[config.mk]
export PLATFORM = sky130hd
export DESIGN_NAME = sliding_window_median_core
export DESIGN_NICKNAME = d
export VERILOG_FILES = /design/src/swm_pkg.sv /design/src/sliding_window_median_core.sv
export SDC_FILE = /design/constraint.sdc
export NUM_CORES = 2
export LEC_CHECK = 0
export ABC_AREA = 1
export BUFFER_PORTS_ARGS = -buffer_cell sky130_fd_sc_hd__buf_2
export CAP_MARGIN = 20
export CORE_MARGIN = 2
export CORE_UTILIZATION = 45
export DETAILED_ROUTE_END_ITERATION = 8
export GPL_ROUTABILITY_DRIVEN = 1
export SKIP_CTS_REPAIR_TIMING = 1
export SYNTH_ARGS = -nofsm -noshare
export SYNTH_HDL_FRONTEND = slang
export SYNTH_SLANG_ARGS = --single-unit
export TNS_END_PERCENT = 10
[constraint.sdc]
create_clock -name clk -period 32.4 [get_ports clk]
set_input_delay 1.62 -clock clk [delete_from_list [all_inputs] [get_ports clk]]
set_output_delay 1.62 -clock clk [all_outputs]
set_load 0.01 [all_outputs]
[src/swm_pkg.sv]
// Shared constants and types for the sliding window median filter.
`default_nettype none

package swm_pkg;

	// configuration port
	localparam int APB_DW    = 32;
	localparam int ADDR_W    = 3;
	localparam int REG_IDX_W = ADDR_W - 2;

	typedef logic [REG_IDX_W-1:0] reg_idx_t;

	localparam reg_idx_t REG_WINDOW_SIZE = reg_idx_t'(0);

	// window_size register
	localparam int WIN_W = 6;

	typedef logic [WIN_W-1:0] win_t;

	localparam win_t WIN_RESET = win_t'(1);

endpackage : swm_pkg

`default_nettype wire

[src/sliding_window_median_core.sv]
// Sliding window median filter: sample stream in, lower median stream out.
//
// Usage:
//  - s_tvalid/s_tready/s_tdata carry one signed sample per word. m_tvalid/m_tready/m_tdata
//    carry one lower median per word.
//  - window_size (APB register 0, bits [5:0]) picks how many recent samples form the window.
//    A 0 gives 1, and values above WINDOW_MAX are clamped. Write it only while the stream is idle.
//  - No word is produced until window_size samples have arrived since reset. After that,
//    every sample gives one median. A window of 1 passes the samples straight through.
//  - A sample is registered at the input, shifted into the window, and its median is then
//    registered at the output. Throughput: one word per clock while the output is not stalled.
//    The rank of each entry is kept in a pairwise order matrix. Each new sample is compared
//    against every stored sample as it enters the matrix; the ranks are then counted to pick the median.
//  - Reset clears the fill count, sets window_size to 1 and empties the pipeline.
//    Stored samples are not cleared.
//  - While the receiver stalls, the held result stays stable. Input words are still taken
//    until the two internal stages fill. After that, s_tready stays low until m_tready returns.
`default_nettype none

module sliding_window_median_core #(
	parameter int WINDOW_MAX  = 32,
	parameter int SAMPLE_BITS = 16
) (
	input  wire logic                               clk,
	input  wire logic                               arst_n,
	input  wire logic                               psel,
	input  wire logic                               penable,
	input  wire logic                               pwrite,
	input  wire logic [swm_pkg::ADDR_W-1:0]         paddr,
	input  wire logic [swm_pkg::APB_DW-1:0]         pwdata,
	output      logic [swm_pkg::APB_DW-1:0]         prdata,
	output      logic                               pready,
	input  wire logic                               s_tvalid,
	output      logic                               s_tready,
	input  wire logic [((SAMPLE_BITS+7)/8)*8-1:0]   s_tdata,  // sample
	output      logic                               m_tvalid,
	input  wire logic                               m_tready,
	output      logic [((SAMPLE_BITS+7)/8)*8-1:0]   m_tdata   // median
);

	import swm_pkg::*;

	localparam int TDW = ((SAMPLE_BITS + 7) / 8) * 8;
	localparam int CW  = $clog2(WINDOW_MAX + 1);
	localparam int FW  = (CW > WIN_W) ? CW : WIN_W;
	localparam int LV  = $clog2(WINDOW_MAX);
	localparam int PN  = 1 << LV;

	// tree popcount, one level of independent adds per step
	function automatic logic [CW-1:0] pop_cnt(input logic [WINDOW_MAX-1:0] bits);
		logic [PN-1:0] pb;
		logic [CW-1:0] acc [PN];
		pb = PN'(bits);
		for (int k = 0; k < PN; k++) begin
			acc[k] = CW'(pb[k]);
		end
		for (int l = 0; l < LV; l++) begin
			for (int k = 0; k < (PN >> (l + 1)); k++) begin
				acc[k] = acc[2*k] + acc[2*k+1];
			end
		end
		return acc[0];
	endfunction

	// configuration
	win_t     win_q;
	reg_idx_t reg_idx;
	logic     cfg_wr;
	logic [FW-1:0] wr_val;

	assign pready  = 1'b1;
	assign reg_idx = paddr[ADDR_W-1:2];
	assign cfg_wr  = psel && penable && pwrite && pready;
	assign wr_val  = FW'(pwdata[WIN_W-1:0]);

	always_ff @(posedge clk or negedge arst_n) begin
		if (!arst_n) begin
			win_q <= WIN_RESET;
		end else if (cfg_wr) begin
			unique case (reg_idx)
				REG_WINDOW_SIZE: begin
					if (wr_val == '0)
						win_q <= win_t'(1);
					else if (wr_val > FW'(WINDOW_MAX))
						win_q <= win_t'(WINDOW_MAX);
					else
						win_q <= pwdata[WIN_W-1:0];
				end
				default: ;
			endcase
		end
	end

	always_comb begin
		unique case (reg_idx)
			REG_WINDOW_SIZE: prdata = APB_DW'(win_q);
			default:         prdata = '0;
		endcase
	end

	// pipeline control
	logic                   v_s1;
	logic [SAMPLE_BITS-1:0] smp_s1;
	logic                   p_s2;
	win_t                   w_s2;
	logic                   out_vld_q;
	logic [SAMPLE_BITS-1:0] med_q;
	logic [SAMPLE_BITS-1:0] med_sel;
	logic                   out_adv;
	logic                   s2_adv;
	logic                   upd;

	assign out_adv  = !out_vld_q || m_tready;
	assign s2_adv   = !p_s2 || out_adv;
	assign s_tready = !v_s1 || s2_adv;
	assign upd      = v_s1 && s2_adv;

	// window state: val_q[0] is the newest sample
	// lt_q[j][i] set when entry i sorts below entry j (ties: older is lower)
	logic [SAMPLE_BITS-1:0] val_q [WINDOW_MAX];
	logic [WINDOW_MAX-1:0]  lt_q  [WINDOW_MAX];
	logic [CW-1:0]          fill_q;
	logic [CW-1:0]          fill_nxt;
	logic [WINDOW_MAX-1:0]  le_new;
	logic                   emit;

	always_comb begin
		for (int i = 0; i < WINDOW_MAX; i++) begin
			le_new[i] = $signed(val_q[i]) <= $signed(smp_s1);
		end
	end

	assign fill_nxt = (fill_q < CW'(WINDOW_MAX)) ? CW'(fill_q + 1'b1) : fill_q;
	assign emit     = FW'(fill_nxt) >= FW'(win_q);

	always_ff @(posedge clk) begin
		if (s_tvalid && s_tready)
			smp_s1 <= s_tdata[SAMPLE_BITS-1:0];
		if (upd) begin
			w_s2 <= win_q;
			val_q[0] <= smp_s1;
			lt_q[0][0] <= 1'b0;
			for (int i = 1; i < WINDOW_MAX; i++) begin
				val_q[i]    <= val_q[i-1];
				lt_q[0][i]  <= le_new[i-1];
			end
			for (int j = 1; j < WINDOW_MAX; j++) begin
				lt_q[j][0] <= !le_new[j-1];
				for (int i = 1; i < WINDOW_MAX; i++) begin
					lt_q[j][i] <= lt_q[j-1][i-1];
				end
			end
		end
		if (out_adv && p_s2)
			med_q <= med_sel;
	end

	always_ff @(posedge clk or negedge arst_n) begin
		if (!arst_n) begin
			v_s1      <= 1'b0;
			p_s2      <= 1'b0;
			out_vld_q <= 1'b0;
			fill_q    <= '0;
		end else begin
			if (s_tready)
				v_s1 <= s_tvalid;
			if (s2_adv)
				p_s2 <= upd && emit;
			if (out_adv)
				out_vld_q <= p_s2;
			if (upd)
				fill_q <= fill_nxt;
		end
	end

	// rank count and median pick over the current window
	logic [WINDOW_MAX-1:0]  win_mask;
	win_t                   target;

	assign target = (w_s2 - win_t'(1)) >> 1;

	always_comb begin : rank_blk
		logic [CW-1:0] rank;
		for (int i = 0; i < WINDOW_MAX; i++) begin
			win_mask[i] = FW'(i) < FW'(w_s2);
		end
		med_sel = '0;
		for (int j = 0; j < WINDOW_MAX; j++) begin
			rank = pop_cnt(lt_q[j] & win_mask);
			if (win_mask[j] && (FW'(rank) == FW'(target)))
				med_sel = med_sel | val_q[j];
		end
	end

	assign m_tvalid = out_vld_q;
	assign m_tdata  = TDW'(med_q);

endmodule : sliding_window_median_core

`default_nettype wire

==> out/qor.log <==
qor: status.status finished clean
qor: setup_path.worst-setup-path-type register to register
qor: drt.drt_first_iter_violations 6,876
qor: final_layout.layout-area-overhead-vs-synth 9.64%
qor: final_layout.drive_gt1_frac 0.0633
qor: grt.first_global_vias 68,294
qor: floorplan.io-pin-count 109
qor: floorplan.initial_core_util 0.453
qor: timing.period_share 0.347
qor: clock_tree.ctsHtreeMaxLevel 4
qor: grt.global_route.overflow_total 0
qor: floorplan.die_area 222,000 um^2
qor: yosys.syn_inst 9,266
qor: final_layout.final_net_count 10,930
qor: setup_path.critical_path.startpoint_type register
qor: timing.grt_setup_unrepaired false
qor: drt.wirelength 293,000 um
qor: grt.global_route_wire_length_before_repair 432,000 um
qor: drt.ant_nets 0
qor: drt.firstDrtPassIters 8
qor: grt.grt_max_degree 176
qor: clock_tree.cell_at_the_root_of_the_clock_tree clkbuf_16
qor: grt.grt_resource_usage_total 0.264
qor: clock_tree.cts_max_path_buffers 3
qor: clock_tree.tritoncts_clock_tree yes
qor: clock_tree.clk_pin_slew 0.06 ns
qor: job.drv.max_cap_violation_count 0
qor: yosys.ys_warn_count 0
qor: yosys.synth_area_per_cell 10.6 um^2
qor: timing.setup-violations-final 0
qor: yosys.synth-seq-cells 1,557
qor: drt.route.vias.total 67,047
qor: placement.routabilityCongestion 0.927
qor: hold_path.hold_class register to register
qor: timing.hold_viol 0
qor: setup_path.critical_path.max_fanout 31
qor: drt.wire_per_inst 23.6 um
qor: timing.tightest_slew 1.14 ns
qor: setup_path.cp_data_arrival_time 11.78 ns
qor: timing.finalClockSkew 0.0544 ns
qor: grt.antenna_found_initial 13
qor: final_layout.layout.filler_cells 19,308
qor: floorplan.placement_rows 171
qor: clock_tree.worstSkewPairLatency 0.85 ns
qor: setup_path.cpMaxStageDelayCell xor2_1
qor: yosys.post_synth_instance_area 98,200 um^2
qor: setup_path.worst_ep_required_time 32.95 ns
qor: yosys.portion_of_the_post_synthesis_area_used_by_sequential_elements 0.475
qor: placement.port_buffers 53
qor: drt.drt_drc_violations_left 0
qor: timing.layout_min_cycle_time 11.24 ns
qor: placement.detailed_place_hpwl 221,000 um
qor: floorplan.die-width 471 um
qor: drt.viasPerCell 5.40
qor: timing.highest_clock_rate 0.0890 GHz
qor: timing.setup_tns 0 ns
qor: clock_tree.tritoncts.num_buffers 177
qor: yosys.synth_edf_count 1,542
qor: floorplan.core_region_area 217,000 um^2
qor: setup_path.cpPeakStageDelay 0.62 ns
qor: setup_path.end_kind register
qor: yosys.ys_async_sr_fraction 0.00963
qor: yosys.synthFlopType edfxtp_1
qor: timing.final_max_slew_viol_count 0
qor: yosys.netlist-cell-type-count 59
qor: floorplan.fp.dieH 471 um
qor: clock_tree.clock-sinks 1,557
qor: timing.slew_headroom 0.238
## path summary, 6_finish.rpt
| kind | start | to | slack, ns | cells after the start |
|---|---|---|---|---|
| setup reg to reg | w_s2[5]$_DFFE_PP_ | m_tdata[12]$_DFFE_PP_ | 21.16 | 34 |
| hold reg to reg | lt_q[26][17]$_DFFE_PP_ | lt_q[27][18]$_DFFE_PP_ | 0.43 | 0 |
| hold / removal | lt_q[26][17]$_DFFE_PP_ | lt_q[27][18]$_DFFE_PP_ | 0.43 | 0 |
| setup / recovery | w_s2[5]$_DFFE_PP_ | m_tdata[12]$_DFFE_PP_ | 21.16 | 34 |
| max in group asynchronous | arst_n | win_q[0]$_DFFE_PN1P_ | 31.41 | 1 |
| min in group asynchronous | arst_n | fill_q[3]$_DFFE_PN0P_ | 0.68 | 1 |
## synthesized netlist by cell type, types with 7 or more instances
library cell     n  area, um^2
a21oi_1        282        1410
a221oi_1         8        70.1
a31oi_1         15        93.8
buf_2           35         175
buf_4           63         473
buf_6           23         259
clkbuf_1        97         364
dfrtp_1         14         350
edfxtp_1      1542       46300
fa_1           736       14700
ha_1           730        9130
inv_1         1889        7090
nand2_1       1606        6030
nand2_2          9        56.3
nand2_4         11         124
nand3_1        569        2850
nand3_2         41         410
nand3b_1        91         683
nand4_1        212        1330
nor2_1         901        3380
nor2_2          20         125
nor2_4          37         417
nor3_1          25         125
nor4_1          23         144
nor4b_1          7        61.3
o211ai_1         8        60.1
o21a_1          14         105
o21ai_0         97         485
o21bai_1        11        82.6
or2_2           11        68.8
xnor2_1         46         403
xor2_1          22         193
## area by class of cell
class / instances / area, um^2 / area share
multi-input cells: 5611 / 43300 / 0.402
repair buffers: 162 / 1130 / 0.0105
clock inverters: 108 / 1230 / 0.0115
well taps: 2854 / 3570 / 0.0332
clock buffers: 212 / 4610 / 0.0428
inverters: 1897 / 7130 / 0.0662
diodes: 4 / 10.0 / 0.0000929
flip-flops and latches: 1557 / 46700 / 0.433
## layout by cell type, fill, tap and decap left out, drive strengths merged, types with 103 or more instances in the layout
| cell | n |
|---|---|
| a21oi | 286 |
| buf | 162 |
| clkbuf | 212 |
| edfxtp | 1542 |
| fa | 736 |
| ha | 730 |
| inv | 1889 |
| nand2 | 1626 |
| nand3 | 612 |
| nand4 | 213 |
| nor2 | 958 |
| o21ai | 103 |
## routing by layer
metal	global-route usage	up-vias	routed length [um]	share of wire
met3	0.0475	611	23200	0.079
li1	-	30271	-	-
met5	0	-	12	0.000041
met2	0.438	2701	140000	0.48
met4	0.104	2	12600	0.043
met1	0.344	33462	117000	0.40
## logic make-up after synthesis
logic type                 count (synthesis)  synth area share
adders and majority gates               1466             0.243
buffers and inverters                   2123            0.0859
DFF                                     1557             0.475
other                                      2         0.0000765
and+or+nand+nor                         3572             0.162
xor gates and xnor gates                  74           0.00706
AOI/OAI and AO/OA                        472            0.0267
## stage by stage
step                instances  area (um^2)  hold slack [ns]   util  worst slack (ns)
CTS                     12400       108000            0.442  0.496             21.26
detailed placement      12080       102000            0.433  0.469             21.31
finish                  12405       108000            0.434  0.496             21.16
global route            12402       108000            0.450  0.496             20.87
global placement        12080       102000            0.431  0.469             21.40
floorplan                9291        98300            0.420      -              7.07
## worst max-delay path: cells and delay by family, from the launching register on
family	cells	cell delay, ns
adder cells (fa/ha/maj)	8	3.96
AND/OR/NAND/NOR	14	3.25
buffers and inverters	11	2.67
XOR/XNOR	1	0.62
flip-flops	1	0.36
## sequential cells by signal, indices dropped and copies added (netlist names), 6 cells and up
name and flops:
fill_q 6, lt_q 992, m_tdata 16, smp_s1 16, val_q 512, w_s2 6, win_q 6
Power is not shown: default switching activity piles up to over one toggle a cycle in this logic, so the estimate is an artifact.
